<file path="src/design/ogru_pkg.sv">
// ----------------------------------------------------------------------------
// ogru_pkg
// Shared constants, types and arithmetic helpers of the ray update unit.
// ----------------------------------------------------------------------------
package ogru_pkg;

    localparam int MAX_WIDTH  = 256;
    localparam int MAX_HEIGHT = 256;
    localparam int CELL_BITS  = 16;

    localparam int GRID_DEPTH = MAX_WIDTH * MAX_HEIGHT;
    localparam int ADDR_BITS  = $clog2(GRID_DEPTH);
    localparam int X_BITS     = $clog2(MAX_WIDTH);
    localparam int Y_BITS     = $clog2(MAX_HEIGHT);

    localparam int COORD_BITS = 16;
    localparam int DIM_BITS   = 16;
    localparam int DIST_BITS  = COORD_BITS + 1;
    localparam int ERR_BITS   = COORD_BITS + 3;
    localparam int WALK_BITS  = 17;
    localparam int SCAN_BITS  = 32;
    localparam int DELTA_BITS = 16;
    localparam int VALUE_BITS = 16;

    localparam int SUM_W = ((CELL_BITS > DELTA_BITS) ? CELL_BITS : DELTA_BITS) + 1;
    localparam int RV_W  = (CELL_BITS > VALUE_BITS) ? CELL_BITS : VALUE_BITS;

    localparam logic signed [SUM_W-1:0] CELL_HI =
        SUM_W'((64'sd1 <<< (CELL_BITS - 1)) - 64'sd1);
    localparam logic signed [SUM_W-1:0] CELL_LO =
        SUM_W'(-(64'sd1 <<< (CELL_BITS - 1)));

    // register indexes
    localparam logic [1:0] REG_GRID_WIDTH  = 2'd0;
    localparam logic [1:0] REG_GRID_HEIGHT = 2'd1;
    localparam logic [1:0] REG_FREE_DELTA  = 2'd2;
    localparam logic [1:0] REG_HIT_DELTA   = 2'd3;

    localparam logic [8:0]  RST_GRID_WIDTH  = 9'd256;
    localparam logic [8:0]  RST_GRID_HEIGHT = 9'd256;
    localparam logic [15:0] RST_FREE_DELTA  = 16'hFF9A;  // -0.4 in Q8.8
    localparam logic [15:0] RST_HIT_DELTA   = 16'h00DA;  // 0.85 in Q8.8

    // request kinds
    localparam logic REQ_RAY  = 1'b0;
    localparam logic REQ_READ = 1'b1;

    typedef struct packed {
        logic [8:0]               grid_width;
        logic [8:0]               grid_height;
        logic signed [DELTA_BITS-1:0] free_delta;
        logic signed [DELTA_BITS-1:0] hit_delta;
    } cfg_t;

    typedef struct packed {
        logic                         req_type;
        logic signed [COORD_BITS-1:0] start_x;
        logic signed [COORD_BITS-1:0] start_y;
        logic signed [COORD_BITS-1:0] end_x;
        logic signed [COORD_BITS-1:0] end_y;
        logic                         scan_end;
    } item_t;

    typedef struct packed {
        logic signed [VALUE_BITS-1:0] read_value;
        logic [WALK_BITS-1:0]         cells_walked;
        logic [SCAN_BITS-1:0]         scans_done;
    } result_t;

    typedef struct packed {
        logic load;      // latch a new item and set up the line walk
        logic walk;      // visit the current cell and advance
        logic rd_issue;  // read the cell at the start point
        logic out_load;  // fill the output register
        logic clear;     // write zero at the clear counter
    } cmd_t;

    typedef struct packed {
        logic clr_last;
        logic at_end;
    } status_t;

    function automatic logic signed [CELL_BITS-1:0] cell_sat_add(
        logic signed [CELL_BITS-1:0]  c,
        logic signed [DELTA_BITS-1:0] d
    );
        logic signed [SUM_W-1:0] s;
        s = SUM_W'(c) + SUM_W'(d);
        if (s > CELL_HI) begin
            s = CELL_HI;
        end else if (s < CELL_LO) begin
            s = CELL_LO;
        end
        return CELL_BITS'(s);
    endfunction

    function automatic logic signed [VALUE_BITS-1:0] value_sat(
        logic signed [CELL_BITS-1:0] c
    );
        logic signed [RV_W-1:0] w;
        w = RV_W'(c);
        if (w > RV_W'(32767)) begin
            w = RV_W'(32767);
        end else if (w < RV_W'(-32768)) begin
            w = RV_W'(-32768);
        end
        return VALUE_BITS'(w);
    endfunction

endpackage

</file>
<file path="src/design/ogru_ctrl.sv">
// ----------------------------------------------------------------------------
// ogru_ctrl
// Sequencer: grid clear after reset, per-item walk or read, output handshake.
// ----------------------------------------------------------------------------
module ogru_ctrl (
    input  logic              aclk,
    input  logic              aresetn,
    input  logic              s_tvalid,
    input  logic              req_type,
    output logic              s_tready,
    output logic              m_tvalid,
    input  logic              m_tready,
    input  ogru_pkg::status_t status,
    output ogru_pkg::cmd_t    cmd
);
    import ogru_pkg::*;

    typedef enum logic [2:0] {
        ST_CLEAR,
        ST_IDLE,
        ST_WALK,
        ST_READ,
        ST_FIN
    } state_t;

    state_t state_reg, state_next;
    logic   m_tvalid_reg, m_tvalid_next;
    logic   out_free;

    assign out_free = !m_tvalid_reg || m_tready;

    always_comb begin
        state_next    = state_reg;
        cmd           = '0;
        m_tvalid_next = m_tvalid_reg & ~m_tready;
        case (state_reg)
            ST_CLEAR: begin
                cmd.clear = 1'b1;
                if (status.clr_last) begin
                    state_next = ST_IDLE;
                end
            end
            ST_IDLE: begin
                if (s_tvalid) begin
                    cmd.load   = 1'b1;
                    state_next = (req_type == REQ_READ) ? ST_READ : ST_WALK;
                end
            end
            ST_WALK: begin
                cmd.walk = 1'b1;
                if (status.at_end) begin
                    state_next = ST_FIN;
                end
            end
            ST_READ: begin
                cmd.rd_issue = 1'b1;
                state_next   = ST_FIN;
            end
            ST_FIN: begin
                if (out_free) begin
                    cmd.out_load  = 1'b1;
                    m_tvalid_next = 1'b1;
                    state_next    = ST_IDLE;
                end
            end
            default: state_next = ST_IDLE;
        endcase
    end

    always_ff @(posedge aclk) begin
        if (!aresetn) begin
            state_reg    <= ST_CLEAR;
            m_tvalid_reg <= 1'b0;
        end else begin
            state_reg    <= state_next;
            m_tvalid_reg <= m_tvalid_next;
        end
    end

    assign s_tready = (state_reg == ST_IDLE);
    assign m_tvalid = m_tvalid_reg;

endmodule

</file>
<file path="config.mk">
export PLATFORM = sky130hd
export DESIGN_NAME = ogru_ctrl
export DESIGN_NICKNAME = d
export VERILOG_FILES = /design/src/design/ogru_pkg.sv /design/src/design/ogru_ctrl.sv
export SDC_FILE = /design/constraint.sdc
export NUM_CORES = 1
export LEC_CHECK = 0
export BUFFER_PORTS_ARGS = -buffer_cell sky130_fd_sc_hd__clkbuf_2
export CORE_AREA = 3 3 40 42
export DETAILED_ROUTE_END_ITERATION = 10
export DIE_AREA = 0 0 43 45
export PLACE_DENSITY_LB_ADDON = 0.12
export SYNTH_ARGS = -nofsm -noshare
export SYNTH_HDL_FRONTEND = slang
export SYNTH_SLANG_ARGS = --single-unit
</file>
<file path="constraint.sdc">
create_clock -name aclk -period 3.2 [get_ports aclk]
set_input_delay 0.48 -clock aclk [delete_from_list [all_inputs] [get_ports aclk]]
set_output_delay 0.48 -clock aclk [all_outputs]
set_load 0.02 [all_outputs]
</file>
# --- After elaboration in Yosys (flattened, before gate mapping) ---
# Cells that the tools add are included.
word_totals:
  input_bits: 7
  register_bits: 4
classes:
  n_reduce_logical: 4
  n_mux: 15
  n_eq_ne: 8
  n_bitwise: 2
ops:
  columns: ["cell", "count"]
  rows:
  - ["one-hot mux 3 bit (5 select lines)", 1]
  - ["2-to-1 mux 3 bit", 4]
  - ["2-to-1 mux 1 bit", 10]
  - ["!= test 2 bit (second input constant)", 4]
  - ["equality test 3 x 2 -> 1 bit (second input constant)", 2]
  - ["AND reduction 4 bit", 1]
  - ["equality test 3 x 1 -> 1 bit (second input constant)", 1]
  - ["equality test 3 bit (second input constant)", 1]
  - ["logical NOT 3 bit", 1]
  - ["AND 1 bit", 1]
  - ["logical NOT 1 bit", 1]
  - ["logical OR 1 bit", 1]
  - ["inverter 1 bit", 1]

# --- Longest topological paths before layout ---
# Gate-level depths: netlist of the first run.
logic_depth:
  depth_word: 4
  mapped_depth: 4

# --- Worst setup path after synthesis of the first run ---
# OpenSTA, ideal clock, no wires.
synth_path:
  path_type: "reg2out"
  startpoint: "register state_reg[0]"
  endpoint: "output port cmd[4] (netlist name)"
  arrival_time_ps: 1332
  setup_slack_ps: 1388
  stages_incl_launch_ff: 5
  cell_sequence: "dfxtp_1 -> buf_6 -> inv_1 -> nor3_1 -> and2_1"
synth_rtl:
  columns: ["item", "line", "text"]
  rows:
  - ["from (decl)", "ogru_ctrl.sv:26", "state_t state_reg, state_next;"]
  - ["from (signal assigned)", "ogru_ctrl.sv:75", "state_reg <= state_next;"]
  - ["to (decl)", "ogru_ctrl.sv:14", "output ogru_pkg::cmd_t cmd"]

==> impl_metrics.ini, run 1 <==
[route]
wl_um = 591
drtPass1Iterations = 1
vias_per_cell = 4.169
route.detailed.drc = 0
drtIter0Drc = 0
vias = 246
ant_nets = 0
wl_per_cell_um = 10.02

[setup_path]
criticalPathCategory = flop to primary output
crit_arrival_ps = 1380
cp-end-kind = primary output
cp.required_ps = 2720
crit_path_max_fanout = 8
critPathLaunchType = flop

[timing]
fin_crit_ps = 1857
max_freq_mhz = 538.4
finClkSkew_ps = 4.531
tightest_slew_ps = 267.6
rsz0062_at_grt = false
setup-violations-final = 0
setup_slack_ps = 1343
slew_violations = 0
hold_violations = 0
fin_setup_tns_ps = 0
max-slew-margin-rel_pct = 82.14
finalCritPeriodShare_pct = 58.04

[floorplan]
die_y_um = 45
core_area_um2 = 1285
die_w_um = 43
dieArea_um2 = 1935
initial_core_util_pct = 18.01
row_count = 13
ios = 14

[global_route]
antenna_found_initial = 0
grt_pass1_wl_um = 959
track_usage_pct = 7.167
overflow = 0
grt_pass1_vias = 240
grt_start_max_net_pins = 10

[layout]
syn_to_final_growth_pct = 41.08
final_cell_mix = clkbuf_2 (13), inv_1 (4), nor2_1 (4), dfxtp_1 (4), clkbuf_4 (3)
largest_register_ff_count = 3
diodes = 0
fillers = 156
nNetsFinal = 53
mostFrequentLayoutCell = clkbuf_2
layout-drive-gt1-share_pct = 38.64

[clocking]
root_buffer = clkbuf_4
cts_sinks = 4
clk_latency_ps = 230
cts_buffers = 3
htreeDepth = 1
cts_resized = 0
cts_setup_buffers = 0
clkSlewWorstSetupHoldPaths_ps = 30
cts_buffer_depth = 2
cts_tree = done
ctsHoldBuffers = 0

[worst_hold_path]
hold_path_class = primary input to flop

[placed_design]
place_ws_ps = 1577
place.gp.congestion = 0.6879
io_buffer_count = 13
dp_hpwl_um = 492

[synth]
ys_types = 15
syn_inst = 29
syn_area_per_cell_um2 = 7.982
synth_fp_nets = 36
ys_warn_count = 0
syn-cell-area_um2 = 231.5
ys_ff_latch = 4
seq_area_frac_synth_pct = 34.59

[run]
max-cap-violations = 0

[pwr]
power_density_nw_per_um2 = 443.0
vdd_drop_max_mv = 0.1113
p_leak_nw = 0.1532

[run_status]
status = completed
kinds of logic (layout without fill, tap and decap cells):
| kind of cell | after synthesis | after routing | share of synthesized area [%] |
|---|---|---|---|
| and+or+nand+nor | 13 | 13 | 31.89 |
| buffers and inverters | 5 | 20 | 11.35 |
| DFF | 4 | 4 | 34.60 |
| AOI/OAI and AO/OA | 7 | 7 | 22.16 |
area by class of cell:
class | count | area, um2 | share of cell area [%]
tap | 15 | 18.77 | 5.747
multi-input combinational | 20 | 125.1 | 38.31
inverter | 4 | 15.01 | 4.598
timing repair buffer | 13 | 65.06 | 19.92
clock buffer | 3 | 22.52 | 6.897
sequential | 4 | 80.08 | 24.52
metal layers:
metal / GRT usage, % / part of all wire (%) / up-vias
met5: 0 / 0 / -
met4: 7.229 / 0.85 / 0
met3: 3.984 / 7.4 / 2
met2: 9.281 / 45 / 9
met1: 7.971 / 46 / 103
li1: - / - / 132
critical path, cell delays in order, from the launching register on:
cell	delay (ps)
dfxtp_1	430
or3b_1	410
a21oi_1	130
clkbuf_2	180
power breakdown:
part           switching (mW)  internal, mW  leakage [nW]
clock                  0.0187        0.0418        0.0138
sequential            0.00433        0.0525        0.0327
combinational          0.0152        0.0122         0.107
total                  0.0382         0.106         0.153
path summary, 6_finish.rpt:
| kind | slack [ps] | cells past startpoint | end | startpoint |
|---|---|---|---|---|
| min reg2reg | 550 | 2 | m_tvalid | m_tvalid |
| max | 1340 | 3 | cmd[1] | state_reg[2] |
| max reg2reg | 2010 | 3 | state_reg[2] | state_reg[2] |
| min | 510 | 2 | state_reg[2] | aresetn |
through the flow:
step	cells	utilization [%]	area [um2]	hold slack, ps	total power [mW]
finish	59	25.41	326.6	513.4	0.1447
global route	59	25.41	326.6	516.7	0.1530
CTS	59	25.41	326.6	509.0	0.1494
detailed placement	56	23.66	304.0	552.7	0.08545
global placement	56	23.66	304.0	551.8	0.08616
floorplan	29	-	231.5	507.2	0.07643
cell usage after synthesis:
| cell type | number | area (um2) |
|---|---|---|
| inv_1 | 4 | 15.01 |
| or3b_1 | 1 | 8.760 |
| a21oi_1 | 1 | 5.000 |
| o22ai_1 | 1 | 6.260 |
| nor3b_1 | 2 | 15.01 |
| o221a_2 | 1 | 11.26 |
| nor3_1 | 2 | 10.01 |
| and2_1 | 2 | 12.51 |
| nand2b_1 | 2 | 12.51 |
| nor2_1 | 4 | 15.01 |
| a41oi_1 | 1 | 8.760 |
| a31oi_1 | 2 | 12.51 |
| a21boi_0 | 1 | 7.510 |
| dfxtp_1 | 4 | 80.08 |
| buf_6 | 1 | 11.26 |
(Power assumes the default switching activity.)
==> inputs of run 2 (changes only) <==
--- a/config.mk
+++ b/config.mk
@@ -5,6 +5,7 @@
 export SDC_FILE = /design/constraint.sdc
 export NUM_CORES = 1
 export LEC_CHECK = 0
+export ABC_AREA = 1
 export BUFFER_PORTS_ARGS = -buffer_cell sky130_fd_sc_hd__clkbuf_2
 export CORE_AREA = 3 3 40 42
 export DETAILED_ROUTE_END_ITERATION = 10
==> constraint.sdc (replaced) <==
create_clock -name aclk -period 1.5 [get_ports aclk]
set_input_delay 0.225 -clock aclk [delete_from_list [all_inputs] [get_ports aclk]]
set_output_delay 0.225 -clock aclk [all_outputs]
set_load 0.02 [all_outputs]
==> run 2 against run 1 <==
Compared with the run above: final cell count up 22%; clock-buffer cell count unchanged; highest routed layer is now met3; non-clock buffer count stayed put.
==> impl_metrics.ini, run 2 <==
[clocking]
cts_tree = done
htreeDepth = 1
clk_latency_ps = 230
cts_buffer_depth = 2
clkSlewWorstSetupHoldPaths_ps = 40
cts_resized = 0
cts_setup_buffers = 0
root_buffer = clkbuf_4
cts_sinks = 4
ctsHoldBuffers = 0
cts_buffers = 3

[layout]
finalNonFillerCells = 72
layout-drive-gt1-share_pct = 47.37
multi_input_area_um2 = 126.4
nNetsFinal = 66
regArea_um2 = 83.83
diodes = 0
final_cell_mix = clkbuf_2 (12), inv_1 (9), nor2_1 (5), nand2_1 (5), a21oi_1 (4)
largest_register_ff_count = 3
fillers = 146
syn_to_final_growth_pct = 52.33
mostFrequentLayoutCell = clkbuf_2

[timing]
slew_violations = 0
setup-violations-final = 0
rsz0062_at_grt = false
max-slew-margin-rel_pct = 87.93
finalCritPeriodShare_pct = 91.64
fin_crit_ps = 1375
fin_setup_tns_ps = 0
whs_ps = 252.9
hold_violations = 0
tightest_slew_ps = 179.6
finClkSkew_ps = 1.091
max_freq_mhz = 727.5

[setup_path]
crit_arrival_ps = 1150
crit_path_max_fanout = 4
slowest_stage = dfxtp_2
worst-path-buf-inv = 3
max_stage_delay_ps = 380
cp_cell_sequence = inv_1 > nor2_2 > inv_1 > nor2_1 > clkbuf_2
critPathLaunchType = flop
criticalPathCategory = flop to primary output
cp.required_ps = 1270
cp_top_family = flip-flops
timing.rr.start = state_reg[1]
cp-end-kind = primary output
crit_start = state_reg[1]
crit_top_cell = inv_1

[global_route]
overflow = 0
grt_pass1_vias = 264
grt_pass1_wl_um = 1028
track_usage_pct = 7.333
grt_start_max_net_pins = 7
antenna_found_initial = 0

[route]
drtIter0Drc = 8
ant_nets = 0
vias_per_cell = 3.903
wl_um = 608
drtPass1Iterations = 2
wl_per_cell_um = 8.444
route.detailed.drc = 0
vias = 281

[synth]
synth_edf_count = 0
ys_types = 10
ys.flop_type = dfxtp_1
syn-cell-area_um2 = 241.5
ys_ff_latch = 4
synth_fp_nets = 48
synthTopCellsByArea = dfxtp_1 (33%), inv_1 (19%), nand2_1 (9.3%)
synth_largest_area_cell = dfxtp_1
synth_top_cell_area_share_pct = 33.16
seq_area_frac_synth_pct = 33.16
synth_common_cells = inv_1 (12), nand2_1 (6), nor2_1 (6)
syn_inst = 41
ys_warn_count = 0
synth_most_common_cell = inv_1
synth_async_sr_flop_share_pct = 0
syn_area_per_cell_um2 = 5.890

[pwr]
switchingPower_mw = 0.1314
power_frac_clock_pct = 35.0
vdd_drop_max_mv = 0.3228
p_leak_nw = 0.1920
power_density_nw_per_um2 = 1051
combPwrFrac_pct = 32.1
intPower_mw = 0.2551
switching_share_pct = 33.99
p_total_mw = 0.3865
pwr-share-seq_pct = 32.9

[placed_design]
io_buffer_count = 13
place.gp.congestion = 0.6732
dp_cells = 69
dp_hpwl_um = 490.5

[worst_hold_path]
hold_path_class = primary input to flop
holdCritStartpoint = s_tvalid

[floorplan]
initial_core_util_pct = 18.79
row_count = 13
dieArea_um2 = 1935
die_y_um = 45
ios = 14
core_area_um2 = 1285
die_w_um = 43

[run_status]
status = completed

[run]
max-cap-violations = 0
## run 2: cell count changes in the layout (fill, tap and decap cells not counted), moves of 3 or more
| cell | delta |
|---|---|
| inv_2 | +3 |
| nand3_1 | +3 |
| dfxtp_2 | +3 |
| nor2_2 | +3 |
| nand2_1 | +5 |
| inv_1 | +5 |
| dfxtp_1 | -3 |
| a21oi_1 | +3 |
## run 2: logic make-up (layout without fill, tap and decap cells)
kind of cell / count (synthesis) / count (layout) / share of synthesized area, %
and+or+nand+nor: 20 / 20 / 37.82
buffers and inverters: 12 / 28 / 18.65
AOI/OAI and AO/OA: 5 / 5 / 10.36
DFF: 4 / 4 / 33.16
## run 2: final cells by class
type	instances	area share, %
multi-input cells	25	34.35
flip-flops and latches	4	22.79
well taps	15	5.102
clock buffers	3	6.122
repair buffers	13	19.39
inverters	12	12.24
## run 2: layer usage
metal	vias up	GRT usage, %	wire length, um
met5	-	0	0
met4	0	1.807	0
met3	0	5.179	61
met2	11	10.78	267
met1	116	8.696	280
li1	154	-	-
## run 2: power by group through the flow
stage,sequential [mW],clock [mW],combinational [mW]
6_report,0.127,0.135,0.124
5_1_grt,0.129,0.160,0.141
4_1_cts,0.124,0.145,0.111
3_5_place_dp,0.125,0,0.110
3_3_place_gp,0.125,0,0.112
2_1_floorplan,0.124,0,0.0776
## run 2: worst reg2reg max path, stage by stage (launching register included)
cell     delay (ps)
dfxtp_2         380
inv_1            90
nor2_2          130
nand3_1         110
nand2_1          90
nor2_2           50
nand2_1          50
a21oi_1          50
## run 2: worst paths after layout
check,to,slack [ps],cells past startpoint
worst max-delay path,cmd[3],130,5
worst min-delay path,state_reg[1],250,3
worst max register to register,state_reg[2],440,7
worst min register to register,m_tvalid,540,4
## run 2: metrics by stage
stage / utilization [%] / area [um2] / setup WS (ps)
floorplan: - / 241.5 / 226.1
global route: 28.63 / 367.9 / 14.28
detailed placement: 25.32 / 325.3 / 281.3
global placement: 25.32 / 325.3 / 268.4
CTS: 27.07 / 347.8 / 18.33
finish: 28.63 / 367.9 / 125.4
