## src/design/ogru_pkg.sv

```systemverilog
// ----------------------------------------------------------------------------
// ogru_pkg
// Shared constants, types and arithmetic helpers of the ray update unit.
// ----------------------------------------------------------------------------
package ogru_pkg;

    localparam int MAX_WIDTH  = 256;
    localparam int MAX_HEIGHT = 256;
    localparam int CELL_BITS  = 16;

    localparam int GRID_DEPTH = MAX_WIDTH * MAX_HEIGHT;
    localparam int ADDR_BITS  = $clog2(GRID_DEPTH);
    localparam int X_BITS     = $clog2(MAX_WIDTH);
    localparam int Y_BITS     = $clog2(MAX_HEIGHT);

    localparam int COORD_BITS = 16;
    localparam int DIM_BITS   = 16;
    localparam int DIST_BITS  = COORD_BITS + 1;
    localparam int ERR_BITS   = COORD_BITS + 3;
    localparam int WALK_BITS  = 17;
    localparam int SCAN_BITS  = 32;
    localparam int DELTA_BITS = 16;
    localparam int VALUE_BITS = 16;

    localparam int SUM_W = ((CELL_BITS > DELTA_BITS) ? CELL_BITS : DELTA_BITS) + 1;
    localparam int RV_W  = (CELL_BITS > VALUE_BITS) ? CELL_BITS : VALUE_BITS;

    localparam logic signed [SUM_W-1:0] CELL_HI =
        SUM_W'((64'sd1 <<< (CELL_BITS - 1)) - 64'sd1);
    localparam logic signed [SUM_W-1:0] CELL_LO =
        SUM_W'(-(64'sd1 <<< (CELL_BITS - 1)));

    // register indexes
    localparam logic [1:0] REG_GRID_WIDTH  = 2'd0;
    localparam logic [1:0] REG_GRID_HEIGHT = 2'd1;
    localparam logic [1:0] REG_FREE_DELTA  = 2'd2;
    localparam logic [1:0] REG_HIT_DELTA   = 2'd3;

    localparam logic [8:0]  RST_GRID_WIDTH  = 9'd256;
    localparam logic [8:0]  RST_GRID_HEIGHT = 9'd256;
    localparam logic [15:0] RST_FREE_DELTA  = 16'hFF9A;  // -0.4 in Q8.8
    localparam logic [15:0] RST_HIT_DELTA   = 16'h00DA;  // 0.85 in Q8.8

    // request kinds
    localparam logic REQ_RAY  = 1'b0;
    localparam logic REQ_READ = 1'b1;

    typedef struct packed {
        logic [8:0]               grid_width;
        logic [8:0]               grid_height;
        logic signed [DELTA_BITS-1:0] free_delta;
        logic signed [DELTA_BITS-1:0] hit_delta;
    } cfg_t;

    typedef struct packed {
        logic                         req_type;
        logic signed [COORD_BITS-1:0] start_x;
        logic signed [COORD_BITS-1:0] start_y;
        logic signed [COORD_BITS-1:0] end_x;
        logic signed [COORD_BITS-1:0] end_y;
        logic                         scan_end;
    } item_t;

    typedef struct packed {
        logic signed [VALUE_BITS-1:0] read_value;
        logic [WALK_BITS-1:0]         cells_walked;
        logic [SCAN_BITS-1:0]         scans_done;
    } result_t;

    typedef struct packed {
        logic load;      // latch a new item and set up the line walk
        logic walk;      // visit the current cell and advance
        logic rd_issue;  // read the cell at the start point
        logic out_load;  // fill the output register
        logic clear;     // write zero at the clear counter
    } cmd_t;

    typedef struct packed {
        logic clr_last;
        logic at_end;
    } status_t;

    function automatic logic signed [CELL_BITS-1:0] cell_sat_add(
        logic signed [CELL_BITS-1:0]  c,
        logic signed [DELTA_BITS-1:0] d
    );
        logic signed [SUM_W-1:0] s;
        s = SUM_W'(c) + SUM_W'(d);
        if (s > CELL_HI) begin
            s = CELL_HI;
        end else if (s < CELL_LO) begin
            s = CELL_LO;
        end
        return CELL_BITS'(s);
    endfunction

    function automatic logic signed [VALUE_BITS-1:0] value_sat(
        logic signed [CELL_BITS-1:0] c
    );
        logic signed [RV_W-1:0] w;
        w = RV_W'(c);
        if (w > RV_W'(32767)) begin
            w = RV_W'(32767);
        end else if (w < RV_W'(-32768)) begin
            w = RV_W'(-32768);
        end
        return VALUE_BITS'(w);
    endfunction

endpackage

```

## src/design/ogru_cfg.sv

```systemverilog
// ----------------------------------------------------------------------------
// ogru_cfg
// APB register bank: grid size and the two log-odds increments.
// ----------------------------------------------------------------------------
module ogru_cfg (
    input  logic          aclk,
    input  logic          aresetn,
    input  logic          psel,
    input  logic          penable,
    input  logic          pwrite,
    input  logic [3:0]    paddr,
    input  logic [31:0]   pwdata,
    output logic [31:0]   prdata,
    output logic          pready,
    output ogru_pkg::cfg_t cfg
);
    import ogru_pkg::*;

    cfg_t       cfg_reg;
    logic       wr_en;
    logic [1:0] idx;

    assign pready = 1'b1;
    assign idx    = paddr[3:2];
    assign wr_en  = psel & penable & pwrite & pready;

    always_ff @(posedge aclk) begin
        if (!aresetn) begin
            cfg_reg.grid_width  <= RST_GRID_WIDTH;
            cfg_reg.grid_height <= RST_GRID_HEIGHT;
            cfg_reg.free_delta  <= RST_FREE_DELTA;
            cfg_reg.hit_delta   <= RST_HIT_DELTA;
        end else if (wr_en) begin
            case (idx)
                REG_GRID_WIDTH:  cfg_reg.grid_width  <= pwdata[8:0];
                REG_GRID_HEIGHT: cfg_reg.grid_height <= pwdata[8:0];
                REG_FREE_DELTA:  cfg_reg.free_delta  <= pwdata[15:0];
                REG_HIT_DELTA:   cfg_reg.hit_delta   <= pwdata[15:0];
                default: ;
            endcase
        end
    end

    always_comb begin
        case (idx)
            REG_GRID_WIDTH:  prdata = {23'd0, cfg_reg.grid_width};
            REG_GRID_HEIGHT: prdata = {23'd0, cfg_reg.grid_height};
            REG_FREE_DELTA:  prdata = {16'd0, cfg_reg.free_delta};
            REG_HIT_DELTA:   prdata = {16'd0, cfg_reg.hit_delta};
            default:         prdata = 32'd0;
        endcase
    end

    assign cfg = cfg_reg;

endmodule

```

## config.mk

```make
export PLATFORM = sky130hd
export DESIGN_NAME = ogru_cfg
export DESIGN_NICKNAME = d
export VERILOG_FILES = /design/src/design/ogru_pkg.sv /design/src/design/ogru_cfg.sv
export SDC_FILE = /design/constraint.sdc
export NUM_CORES = 1
export LEC_CHECK = 0
export BUFFER_PORTS_ARGS = -buffer_cell sky130_fd_sc_hd__buf_2
export CAP_MARGIN = 20
export CORE_MARGIN = 2
export CORE_UTILIZATION = 36
export DETAILED_ROUTE_END_ITERATION = 7
export GPL_ROUTABILITY_DRIVEN = 0
export PLACE_DENSITY = 0.72
export SKIP_LAST_GASP = 1
export SYNTH_ARGS = -nofsm -noshare
export SYNTH_HDL_FRONTEND = slang
export SYNTH_SLANG_ARGS = --single-unit
```

## constraint.sdc

```tcl
create_clock -name aclk -period 1.3 [get_ports aclk]
set_input_delay 0.195 -clock aclk [delete_from_list [all_inputs] [get_ports aclk]]
set_output_delay 0.195 -clock aclk [all_outputs]
set_load 0.05 [all_outputs]
```

# ---- After elaboration in Yosys (flattened, before gate mapping)
# Cells that the tools add are included.
dict set report op_classes {
  n_eq_ne 3
  muxes 1
  bitwise_logic 2
  reduce_logical 5
}
# cell n
set op_table {}
lappend op_table {{$pmux 32 s4} 1}
lappend op_table {{$reduce_and 2->1} 4}
lappend op_table {{$eq 2x2->1 const B} 2}
lappend op_table {{$and 1x1->1} 2}
lappend op_table {{$eq 2x1->1 const B} 1}
lappend op_table {{$logic_not 2->1} 1}
dict set report totals {
  register_bits 50
  in_bits 41
  out_inout_bits 83
  elab_cells 15
}

# ---- Longest topological paths before layout
# Gate-level depths: netlist of run 1.
dict set report depth {
  word_depth 3
  ltp_mapped 4
  ltp_nobuf 3
}

# ---- Worst setup path before layout of run 1
# Ideal clock, no wire load.
dict set report synth_path {
  kind {reg-to-output}
  start {register cfg_reg (netlist bit cfg[10])}
  end {output port prdata[10]}
  t_arrival_ns 1.487
  required_time_ns 1.105
  path_slack_ns -0.382
  stages_incl_launch_ff 3
  path_buffers 0
  path_cell_list {dfxtp_1 > mux2i_1 > nor2b_1}
}
dict set report synth_via {
  elab_chain_cells 1
}
# element line_no
set synth_lines {}
lappend synth_lines {{from (decl)} ogru_cfg.sv:19} ;# cfg_t cfg_reg;
lappend synth_lines {{$pmux 32 s4} ogru_cfg.sv:45} ;# case (idx)
lappend synth_lines {{to (decl)} ogru_cfg.sv:13} ;# output logic [31:0] prdata,
# Every way passes these cells. The select of a mux whose other input is x is not followed.

# ---- Final worst setup path of run 1
dict set report layout_path {
  start {register cfg_reg (netlist bit cfg[4])}
  end {output port prdata[4]}
}
# The elaborated chain is that of the path after synthesis.

==> results of run 1 <==
==> critical path: stages, from the launching register on <==
cell and delay, ps:
sky130_fd_sc_hd__dfxtp_2 330, sky130_fd_sc_hd__mux4_2 480, sky130_fd_sc_hd__buf_6 170
==> repair_timing <==
action                                  CTS  global route
gates cloned                              0             0
resized for setup                        30            13
hold buffers                              0             0
setup buffers                             1             0
endpoints found under the setup margin   16            16
==> cells by family (layout without fill, tap and decap cells) <==
logic type | after synthesis | count (layout) | synth area share
AOI/OAI and AO/OA | 19 | 19 | 0.0512
buffers and inverters | 44 | 125 | 0.110
DFF | 50 | 50 | 0.402
muxes | 56 | 56 | 0.270
other | 2 | 17 | 0.00301
and+or+nand+nor | 76 | 76 | 0.164
==> area by class of cell <==
type                            count  area [um2]
Clock inverter                      1        5.00
Inverter                            9        33.8
Multi-Input combinational cell    168        1370
Clock buffer                        7        86.3
Tap cell                           80         100
Sequential cell                    50        1060
Fill cell                         628        3340
Timing Repair Buffer              108         762
==> routing by layer <==
metal	track usage	part of all wire
met1	0.201	0.44
met2	0.278	0.51
met3	0.0332	0.040
met4	0.0294	0.0073
met5	0	0
==> cells in the final DEF (no fill, tap or decap) <==
cell type	synthesis	final
sky130_fd_sc_hd__buf_2	3	72
sky130_fd_sc_hd__dfxtp_2	0	50
sky130_fd_sc_hd__nand2_1	47	47
sky130_fd_sc_hd__mux2i_1	47	40
sky130_fd_sc_hd__conb_1	2	17
sky130_fd_sc_hd__buf_4	20	16
sky130_fd_sc_hd__nor2b_1	20	13
sky130_fd_sc_hd__buf_6	4	13
sky130_fd_sc_hd__o21ai_0	10	10
sky130_fd_sc_hd__mux4_2	9	9
sky130_fd_sc_hd__inv_1	9	9
sky130_fd_sc_hd__o311ai_1	8	8
sky130_fd_sc_hd__nor2b_4	0	7
sky130_fd_sc_hd__clkbuf_8	0	6
sky130_fd_sc_hd__buf_12	0	6
sky130_fd_sc_hd__mux2i_2	0	5
sky130_fd_sc_hd__mux2i_4	0	2
sky130_fd_sc_hd__nand4_1	2	2
sky130_fd_sc_hd__nor2_8	2	2
sky130_fd_sc_hd__and3_4	1	1
sky130_fd_sc_hd__nand3b_1	1	1
sky130_fd_sc_hd__nand3_4	1	1
sky130_fd_sc_hd__o211ai_1	1	1
sky130_fd_sc_hd__nand3_1	1	1
sky130_fd_sc_hd__nor3b_2	1	1
sky130_fd_sc_hd__clkbuf_1	8	1
sky130_fd_sc_hd__clkinv_2	0	1
sky130_fd_sc_hd__buf_8	0	1
==> final timing paths <==
check	from	end	slack [ps]	cells after the start
setup / recovery	cfg[4]	prdata[4]	-180	2
hold / removal	pwdata[14]	cfg[14]	140	3
setup reg to reg	cfg[5]	cfg[5]	630	3
hold reg to reg	cfg[42]	cfg[42]	460	2
==> per-stage QoR <==
step	area, um2	util	setup TNS (ps)
global placement	3180	0.471	-1770
detailed placement	3180	0.471	-2280
floorplan	2660	-	0
finish	3420	0.506	-1500
CTS	3380	0.500	-1620
global route	3420	0.506	-1850
==> power by group <==
group          leakage (nW)  total, W  internal (W)  switching (W)
logic                  1.12  0.000719      0.000244       0.000476
registers             0.411   0.00158       0.00156      0.0000188
clock network        0.0482  0.000922      0.000430       0.000491
total                  1.58   0.00322       0.00223       0.000986
==> metrics.txt, run 1 <==
# TYPE chip_impl_metric gauge
chip_impl_info{name="run_status",value="complete, but fails checks"} 1
chip_impl_info{name="violations",value="setup timing"} 1
chip_impl_metric{name="synth_area",unit="mm2"} 0.00249
chip_impl_info{name="critPathKind",value="reg2out"} 1
chip_impl_metric{name="dp_slack",unit="ps"} -156
chip_impl_metric{name="post_syn_area_per_cell",unit="um2"} 10.1
chip_impl_info{name="synth_most_common_cell",value="sky130_fd_sc_hd__dfxtp_1"} 1
chip_impl_metric{name="cts-buffers-inserted",unit=""} 5
chip_impl_info{name="endpoint_kind",value="output pin"} 1
chip_impl_metric{name="pnr_worst_setup_slack",unit="ps"} -177
chip_impl_info{name="postSynth.topFlopCell",value="sky130_fd_sc_hd__dfxtp_1"} 1
chip_impl_metric{name="power-per-cell-area",unit="mW/mm2"} 941
chip_impl_metric{name="overflow",unit=""} 0
chip_impl_info{name="cts.root.buffer_cell",value="sky130_fd_sc_hd__clkbuf_8"} 1
chip_impl_metric{name="maxClockFrequency",unit="MHz"} 677
chip_impl_metric{name="initialDrtViolationCount",unit=""} 53
chip_impl_metric{name="grt.total_usage",unit=""} 0.158
chip_impl_metric{name="clock_path_buffers",unit=""} 2
chip_impl_metric{name="ir_worst_vdd",unit="mV"} 0.406
chip_impl_metric{name="ys_ff_latch",unit=""} 50
chip_impl_metric{name="routed_wire_length_per_instance",unit="um"} 14.3
chip_impl_metric{name="finalHoldWorstSlack",unit="ps"} 145
chip_impl_metric{name="timing.critical_path.arrival",unit="ps"} 1280
chip_impl_metric{name="die-height",unit="um"} 87.2
chip_impl_info{name="rsz0062_at_grt",value="true"} 1
chip_impl_metric{name="p_leak",unit="nW"} 1.58
chip_impl_metric{name="yosysTopAreaCellShare",unit=""} 0.402
chip_impl_info{name="tritoncts",value="yes"} 1
chip_impl_metric{name="worst-path-max-fanout",unit=""} 3
chip_impl_metric{name="antenna_violations_before_repair",unit=""} 0
chip_impl_metric{name="worst_ep_required_time",unit="ps"} 1110
chip_impl_metric{name="grt_pass1_wl",unit="um"} 9300
chip_impl_metric{name="nNetsFinal",unit=""} 383
chip_impl_metric{name="final_period_minus_worst_setup_slack",unit="ps"} 1480
chip_impl_metric{name="port_buffers",unit=""} 88
chip_impl_metric{name="floorplan.rows",unit=""} 30
chip_impl_metric{name="clock-skew-final",unit="ps"} 0
chip_impl_info{name="min_path_type",value="in2reg"} 1
chip_impl_metric{name="top_level_ports",unit=""} 124
chip_impl_metric{name="antenna_diodes",unit=""} 0
chip_impl_metric{name="drt_pre_antenna_iters",unit=""} 4
chip_impl_metric{name="dpl.cell_count",unit=""} 414
chip_impl_metric{name="detail_route.vias_per_cell",unit=""} 4.83
chip_impl_metric{name="dr_total_vias",unit=""} 2041
chip_impl_info{name="synth_top_area_cell",value="sky130_fd_sc_hd__dfxtp_1"} 1
chip_impl_metric{name="async_reset_ff_frac",unit=""} 0
chip_impl_metric{name="finalHoldViolations",unit=""} 0
chip_impl_metric{name="synth_cell_type_count",unit=""} 21
chip_impl_metric{name="grt_max_degree",unit=""} 27
chip_impl_info{name="synth_top_cells_by_count",value="sky130_fd_sc_hd__dfxtp_1 (50), sky130_fd_sc_hd__mux2i_1 (47), sky130_fd_sc_hd__nand2_1 (47)"} 1
chip_impl_metric{name="core_region_area",unit="mm2"} 0.00676
chip_impl_metric{name="fraction_of_final_layout_cells_sized_beyond_drive_strength_1",unit=""} 0.563
chip_impl_metric{name="hpwl",unit="um"} 4430
chip_impl_metric{name="antenna_left",unit=""} 0
chip_impl_metric{name="final-setup-viol-count",unit=""} 9
chip_impl_info{name="synthTopCellsByArea",value="sky130_fd_sc_hd__dfxtp_1 (40%), sky130_fd_sc_hd__mux2i_1 (19%), sky130_fd_sc_hd__mux4_2 (8.1%), sky130_fd_sc_hd__nand2_1 (7.1%), sky130_fd_sc_hd__buf_4 (6.0%)"} 1
chip_impl_metric{name="ys_seq_area_frac",unit=""} 0.402
chip_impl_metric{name="clkLatencyLatePin",unit="ps"} 290
chip_impl_metric{name="timing.final.max_slew_violations",unit=""} 0
chip_impl_metric{name="max_reg_flops",unit=""} 50
chip_impl_metric{name="instances_no_fill",unit=""} 423
chip_impl_metric{name="total_power",unit="W"} 0.00322
chip_impl_metric{name="syn_to_final_growth",unit="%"} 37.3
chip_impl_metric{name="synth-edff-count",unit=""} 0
chip_impl_metric{name="die_x",unit="um"} 87.2
chip_impl_metric{name="cts.sinks",unit=""} 50
chip_impl_metric{name="drc",unit=""} 0
chip_impl_metric{name="number_of_maximum_capacitance_violations",unit=""} 0
chip_impl_metric{name="die_area",unit="mm2"} 0.00760
chip_impl_metric{name="final_worst_path_cycle_share",unit=""} 1.14
chip_impl_metric{name="syn_inst",unit=""} 247
chip_impl_info{name="setup.worst_path.start_class",value="register"} 1
chip_impl_metric{name="yosys_warnings",unit=""} 0
chip_impl_metric{name="floorplan.initialDensity",unit=""} 0.369
chip_impl_metric{name="worst_setup_hold_path_clk_slew",unit="ps"} 90
chip_impl_metric{name="routed_wl",unit="um"} 6040
chip_impl_metric{name="number_of_h_tree_levels",unit=""} 2
chip_impl_metric{name="grt_pass1_vias",unit=""} 1942
Note: power is estimated with default switching activity, not from simulation.
==> run 2, diff against run 1 <==
--- a/config.mk
+++ b/config.mk
@@ -11,7 +11,7 @@
 export CORE_UTILIZATION = 36
 export DETAILED_ROUTE_END_ITERATION = 7
 export GPL_ROUTABILITY_DRIVEN = 0
-export PLACE_DENSITY = 0.72
+export PLACE_DENSITY = 0.75
 export SKIP_LAST_GASP = 1
 export SYNTH_ARGS = -nofsm -noshare
 export SYNTH_HDL_FRONTEND = slang
==> run 2 against run 1 <==
The flow still finishes with violations (setup timing). Global-route usage grew 0.051 points. Maximum frequency down 1.7%. Combinational power down 1%. Sequential share of layout area down 0.14 points. Worst hold slack worse by 6.0 ps. Cell area rose by 0.44%. Clock skew unchanged. Power grew 6.2%.
==> metrics.txt, run 2 (synthesis results as in run 1) <==
# TYPE chip_impl_metric gauge
chip_impl_info{name="min_path_type",value="in2reg"} 1
chip_impl_info{name="critPathKind",value="reg2out"} 1
chip_impl_metric{name="grt_pass1_wl",unit="um"} 9350
chip_impl_metric{name="finalInstanceArea",unit="mm2"} 0.00343
chip_impl_info{name="violations",value="setup timing"} 1
chip_impl_metric{name="grt.total_usage",unit=""} 0.158
chip_impl_metric{name="final-setup-viol-count",unit=""} 9
chip_impl_metric{name="top_level_ports",unit=""} 124
chip_impl_metric{name="final_worst_path_cycle_share",unit=""} 1.16
chip_impl_metric{name="timing.final.max_slew_violations",unit=""} 0
chip_impl_metric{name="timing.reg2reg.worst_path_depth",unit=""} 3
chip_impl_metric{name="p_leak",unit="nW"} 1.58
chip_impl_metric{name="cts_hold_repair.buffers",unit=""} 0
chip_impl_info{name="setup.worst_path.start_class",value="register"} 1
chip_impl_metric{name="antenna_diodes",unit=""} 0
chip_impl_metric{name="overflow",unit=""} 0
chip_impl_metric{name="hpwl",unit="um"} 4160
chip_impl_metric{name="number_of_h_tree_levels",unit=""} 2
chip_impl_metric{name="nNetsFinal",unit=""} 380
chip_impl_metric{name="die_area",unit="mm2"} 0.00760
chip_impl_metric{name="p_seq_frac",unit=""} 0.461
chip_impl_metric{name="clock-skew-final",unit="ps"} 0
chip_impl_metric{name="floorplan.rows",unit=""} 30
chip_impl_info{name="cts.root.buffer_cell",value="sky130_fd_sc_hd__clkbuf_8"} 1
chip_impl_metric{name="dpl.cell_count",unit=""} 406
chip_impl_metric{name="antenna_left",unit=""} 0
chip_impl_metric{name="detail_route.vias_per_cell",unit=""} 4.81
chip_impl_info{name="rsz0062_at_grt",value="true"} 1
chip_impl_metric{name="p_int",unit="W"} 0.00238
chip_impl_info{name="endpoint_kind",value="output pin"} 1
chip_impl_metric{name="syn_to_final_growth",unit="%"} 37.9
chip_impl_metric{name="grt_max_degree",unit=""} 71
chip_impl_info{name="most_common_cell_after_layout_fill_and_taps_aside",value="sky130_fd_sc_hd__buf_2"} 1
chip_impl_metric{name="clkPwrFrac",unit=""} 0.331
chip_impl_metric{name="dr_total_vias",unit=""} 2019
chip_impl_metric{name="routed_wl",unit="um"} 5890
chip_impl_metric{name="port_buffers",unit=""} 88
chip_impl_metric{name="aggregate_negative_setup_slack",unit="ps"} -1600
chip_impl_metric{name="initialDrtViolationCount",unit=""} 53
chip_impl_metric{name="placement.cell_area",unit="mm2"} 0.00312
chip_impl_metric{name="timing.hold.worst_path_depth",unit=""} 3
chip_impl_metric{name="final-seq-area",unit="mm2"} 0.00106
chip_impl_metric{name="grt_pass1_vias",unit=""} 1924
chip_impl_metric{name="area_used_by_multi_input_combinational_logic",unit="mm2"} 0.00138
chip_impl_metric{name="worst_setup_hold_path_clk_slew",unit="ps"} 100
chip_impl_metric{name="timing.critical_path.arrival",unit="ps"} 1310
chip_impl_metric{name="clock_path_buffers",unit=""} 2
chip_impl_metric{name="share_comb_of_total_power",unit=""} 0.207
chip_impl_metric{name="routed_wire_length_per_instance",unit="um"} 14.0
chip_impl_metric{name="number_of_maximum_capacitance_violations",unit=""} 0
chip_impl_metric{name="instances_no_fill",unit=""} 420
chip_impl_metric{name="share_of_the_core_filled_with_cells_in_the_final_layout",unit=""} 0.508
chip_impl_metric{name="net-switching-power",unit="W"} 0.00104
chip_impl_metric{name="pnr_worst_setup_slack",unit="ps"} -202
chip_impl_metric{name="worst-path-max-fanout",unit=""} 3
chip_impl_metric{name="die_x",unit="um"} 87.2
chip_impl_metric{name="die-height",unit="um"} 87.2
chip_impl_metric{name="antenna_violations_before_repair",unit=""} 0
chip_impl_metric{name="ir_worst_vdd",unit="mV"} 0.560
chip_impl_metric{name="power-per-cell-area",unit="mW/mm2"} 994
chip_impl_metric{name="maxClockFrequency",unit="MHz"} 666
chip_impl_metric{name="floorplan.initialDensity",unit=""} 0.369
chip_impl_metric{name="sw_frac_of_total",unit=""} 0.303
chip_impl_metric{name="max_reg_flops",unit=""} 50
chip_impl_metric{name="cts-buffers-inserted",unit=""} 5
chip_impl_metric{name="finalHoldViolations",unit=""} 0
chip_impl_metric{name="clkLatencyLatePin",unit="ps"} 300
chip_impl_metric{name="fill_cells",unit=""} 625
chip_impl_metric{name="core_region_area",unit="mm2"} 0.00676
chip_impl_metric{name="cts.sinks",unit=""} 50
chip_impl_info{name="tritoncts",value="yes"} 1
chip_impl_metric{name="drt_pre_antenna_iters",unit=""} 4
chip_impl_metric{name="fraction_of_final_layout_cells_sized_beyond_drive_strength_1",unit=""} 0.562
chip_impl_metric{name="drc",unit=""} 0
chip_impl_info{name="most-common-layout-cells",value="sky130_fd_sc_hd__buf_2 (72), sky130_fd_sc_hd__dfxtp_2 (50), sky130_fd_sc_hd__nand2_1 (47)"} 1
chip_impl_metric{name="dp_slack",unit="ps"} -104
chip_impl_metric{name="final_period_minus_worst_setup_slack",unit="ps"} 1500
chip_impl_info{name="run_status",value="complete, but fails checks"} 1
chip_impl_metric{name="worst_ep_required_time",unit="ps"} 1110
run 2: area by class of cell:
type	count	area share
clock buffer	5	0.0200
sequential	50	0.310
tap	80	0.0291
clock inverter	3	0.0138
timing repair buffer	105	0.216
multi-input combinational	168	0.401
inverter	9	0.00984
run 2: through the flow:
stage / hold slack (ps) / total power [W]
4_1_cts: 127 / 0.00345
6_report: 139 / 0.00342
3_3_place_gp: 446 / 0.00225
5_1_grt: 123 / 0.00356
3_5_place_dp: 452 / 0.00226
2_1_floorplan: 330 / 0.00215
run 2: path summary, 6_finish.rpt:
kind / from / endpoint / slack (ps)
max: cfg[4] / prdata[4] / -200
min: pwdata[14] / cfg[14] / 140
max reg2reg: cfg[40] / cfg[40] / 570
min reg2reg: cfg[43] / cfg[43] / 470
run 2: power by group through the flow:
| stage | logic [W] | registers, W | clock network [W] |
|---|---|---|---|
| final | 0.000709 | 0.00157 | 0.00113 |
| after global routing | 0.000750 | 0.00158 | 0.00123 |
| after CTS | 0.000698 | 0.00157 | 0.00117 |
| after detailed placement | 0.000651 | 0.00161 | 0 |
| after global placement | 0.000646 | 0.00161 | 0 |
| after floorplan | 0.000466 | 0.00169 | 0 |
run 2: critical path: stages (launching register included):
cell                      delay, ps
sky130_fd_sc_hd__dfxtp_2        340
sky130_fd_sc_hd__mux4_2         490
sky130_fd_sc_hd__buf_6          170
run 2: repair_timing:
action | CTS | global route
gates resized for setup | 35 | 7
endpoints found under the setup margin | 16 | 16
buffers inserted | 6 | 0
run 2: per-layer routing:
| layer | wire length (um) | global-route usage |
|---|---|---|
| met3 | 265 | 0.0398 |
| met4 | 37 | 0.0378 |
| met2 | 3060 | 0.274 |
| met5 | 0 | 0 |
| met1 | 2530 | 0.198 |
==> run 3, diff against run 2 <==
--- a/config.mk
+++ b/config.mk
@@ -11,6 +11,7 @@
 export CORE_UTILIZATION = 36
 export DETAILED_ROUTE_END_ITERATION = 7
 export GPL_ROUTABILITY_DRIVEN = 0
+export GPL_TIMING_DRIVEN = 0
 export PLACE_DENSITY = 0.75
 export SKIP_LAST_GASP = 1
 export SYNTH_ARGS = -nofsm -noshare
==> run 3 against run 2 <==
The run still ends with setup timing left. Maximum frequency down 0.75%. Flip-flop and latch count unchanged. Routed wire length rose by 15%. Final cell count increased by 5.0%. Non-clock buffer count grew 21. Via count rose by 6.7%. Register-to-register slack got worse by 80 ps. Largest cell class unchanged. Highest routed layer unchanged.
==> metrics.txt, run 3 (synthesis results as in run 1) <==
# TYPE chip_impl_metric gauge
chip_impl_info{name="most_common_cell_after_layout_fill_and_taps_aside",value="sky130_fd_sc_hd__buf_2"} 1
chip_impl_metric{name="clkLatencyLatePin",unit="ps"} 310
chip_impl_metric{name="floorplan.initialDensity",unit=""} 0.369
chip_impl_metric{name="finalHoldWorstSlack",unit="ps"} 135
chip_impl_metric{name="nNetsFinal",unit=""} 401
chip_impl_metric{name="worst-path-max-fanout",unit=""} 2
chip_impl_info{name="critical-path-top-delay-family",value="multiplexers"} 1
chip_impl_metric{name="clkPwrFrac",unit=""} 0.329
chip_impl_metric{name="share_comb_of_total_power",unit=""} 0.216
chip_impl_metric{name="cts.sinks",unit=""} 50
chip_impl_metric{name="die-height",unit="um"} 87.2
chip_impl_metric{name="dr_total_vias",unit=""} 2154
chip_impl_metric{name="worst_ep_required_time",unit="ps"} 1110
chip_impl_metric{name="hpwl",unit="um"} 4950
chip_impl_metric{name="timing.final.max_slew_violations",unit=""} 0
chip_impl_metric{name="grt_pass1_vias",unit=""} 2053
chip_impl_info{name="tritoncts",value="yes"} 1
chip_impl_metric{name="antenna_violations_before_repair",unit=""} 0
chip_impl_metric{name="grt_max_degree",unit=""} 18
chip_impl_metric{name="drc",unit=""} 0
chip_impl_metric{name="number_of_h_tree_levels",unit=""} 2
chip_impl_info{name="run_status",value="complete, but fails checks"} 1
chip_impl_metric{name="die_x",unit="um"} 87.2
chip_impl_metric{name="ir_worst_vdd",unit="mV"} 0.611
chip_impl_info{name="setup.worst_path.start_class",value="register"} 1
chip_impl_metric{name="core_region_area",unit="mm2"} 0.00676
chip_impl_metric{name="p_int",unit="W"} 0.00240
chip_impl_metric{name="sw_frac_of_total",unit=""} 0.307
chip_impl_metric{name="antenna_left",unit=""} 0
chip_impl_metric{name="floorplan.rows",unit=""} 30
chip_impl_metric{name="routed_wire_length_per_instance",unit="um"} 15.4
chip_impl_info{name="min_path_type",value="in2reg"} 1
chip_impl_metric{name="instances_no_fill",unit=""} 441
chip_impl_metric{name="final-setup-viol-count",unit=""} 10
chip_impl_metric{name="crit_path_max_incr_delay",unit="ps"} 500
chip_impl_metric{name="detail_route.vias_per_cell",unit=""} 4.88
chip_impl_metric{name="dp_slack",unit="ps"} -225
chip_impl_info{name="endpoint_kind",value="output pin"} 1
chip_impl_metric{name="final_worst_path_cycle_share",unit=""} 1.16
chip_impl_metric{name="number_of_maximum_capacitance_violations",unit=""} 0
chip_impl_metric{name="timing.critical_path.arrival",unit="ps"} 1320
chip_impl_metric{name="port_buffers",unit=""} 86
chip_impl_metric{name="antenna_diodes",unit=""} 0
chip_impl_metric{name="syn_to_final_growth",unit="%"} 40.7
chip_impl_metric{name="maxClockFrequency",unit="MHz"} 661
chip_impl_metric{name="grt.total_usage",unit=""} 0.174
chip_impl_metric{name="dpl.cell_count",unit=""} 428
chip_impl_metric{name="p_leak",unit="nW"} 1.63
chip_impl_info{name="rsz0062_at_grt",value="true"} 1
chip_impl_metric{name="worst_setup_hold_path_clk_slew",unit="ps"} 100
chip_impl_metric{name="cts-buffers-inserted",unit=""} 5
chip_impl_metric{name="initialDrtViolationCount",unit=""} 106
chip_impl_metric{name="worst_slew_pin_slew",unit="ps"} 596
chip_impl_info{name="cell_chain_critical_path",value="mux4_2 > buf_8"} 1
chip_impl_info{name="slowest_cp_cell",value="sky130_fd_sc_hd__mux4_2"} 1
chip_impl_metric{name="p_seq_frac",unit=""} 0.455
chip_impl_metric{name="grt_pass1_wl",unit="um"} 10200
chip_impl_metric{name="pnr_worst_setup_slack",unit="ps"} -213
chip_impl_metric{name="top_level_ports",unit=""} 124
chip_impl_metric{name="net-switching-power",unit="W"} 0.00107
chip_impl_metric{name="finalHoldViolations",unit=""} 0
chip_impl_metric{name="maxSlewHeadroom",unit=""} 0.603
chip_impl_metric{name="max_reg_flops",unit=""} 50
chip_impl_info{name="cts.root.buffer_cell",value="sky130_fd_sc_hd__clkbuf_8"} 1
chip_impl_metric{name="final_period_minus_worst_setup_slack",unit="ps"} 1510
chip_impl_metric{name="path_buf_inv",unit=""} 1
chip_impl_metric{name="routed_wl",unit="um"} 6800
chip_impl_metric{name="die_area",unit="mm2"} 0.00760
chip_impl_metric{name="clock_path_buffers",unit=""} 2
chip_impl_metric{name="clock-skew-final",unit="ps"} 0
chip_impl_metric{name="power-per-cell-area",unit="mW/mm2"} 988
chip_impl_info{name="violations",value="setup timing"} 1
chip_impl_metric{name="overflow",unit=""} 0
chip_impl_info{name="most-common-layout-cells",value="sky130_fd_sc_hd__buf_2 (72), sky130_fd_sc_hd__dfxtp_2 (50), sky130_fd_sc_hd__nand2_1 (47)"} 1
chip_impl_info{name="critPathKind",value="reg2out"} 1
chip_impl_metric{name="fraction_of_final_layout_cells_sized_beyond_drive_strength_1",unit=""} 0.565
chip_impl_metric{name="drt_pre_antenna_iters",unit=""} 4
run 3: changes by cell type in the layout (fill, tap and decap cells not counted), sizes merged:
| cell | change |
|---|---|
| buf | +13 |
| clkbuf | +8 |
run 3: timing repair:
action / in CTS / in global routing
buffers inserted: 4 / 1
gates resized for setup: 36 / 8
hold buffers: 0 / 0
gates cloned: 0 / 0
setup endpoints to repair: 16 / 16
pin swaps: 0 / 0
run 3: power by group through the flow:
| stage | clock network (W) | registers, W | logic (W) |
|---|---|---|---|
| after floorplan | 0 | 0.00169 | 0.000466 |
| after global placement | 0 | 0.00161 | 0.000679 |
| after global routing | 0.00124 | 0.00158 | 0.000786 |
| final | 0.00114 | 0.00158 | 0.000750 |
| after CTS | 0.00117 | 0.00158 | 0.000732 |
| after detailed placement | 0 | 0.00161 | 0.000685 |
run 3: worst paths after layout:
path / startpoint / to / slack [ps] / cells after the start
max: cfg[0] / prdata[0] / -210 / 2
min: pwdata[13] / cfg[13] / 140 / 3
max reg2reg: cfg[0] / cfg[0] / 490 / 4
min reg2reg: cfg[43] / cfg[43] / 470 / 2
run 3: worst register-to-register path, stage by stage, from the launching register on:
cell	delay [ps]
sky130_fd_sc_hd__dfxtp_2	340
sky130_fd_sc_hd__buf_4	120
sky130_fd_sc_hd__buf_4	130
sky130_fd_sc_hd__nand2_1	50
sky130_fd_sc_hd__mux2i_1	70
run 3: area by class of cell:
cell class	count	area, um2
buffer	35	246
multi-input combinational	168	1380
inverter	9	33.8
fill	627	3250
tap	80	100
clock buffer	5	68.8
timing repair buffer	91	568
clock inverter	3	47.5
sequential	50	1060
run 3: metrics by stage:
step	area, um2	utilization	total power (W)	setup TNS (ps)
2_1_floorplan	2660	-	0.00215	0
6_report	3510	0.519	0.00347	-1610
3_5_place_dp	3190	0.473	0.00229	-1370
5_1_grt	3510	0.519	0.00360	-1960
3_3_place_gp	3190	0.473	0.00229	-1290
4_1_cts	3450	0.511	0.00347	-1660
run 3: routing by layer:
layer,wire length (um),global-route usage,vias up
li1,-,-,1040
met1,3070,0.221,1051
met2,3420,0.308,58
met3,267,0.0313,5
met4,39,0.0392,0
met5,0,0,-
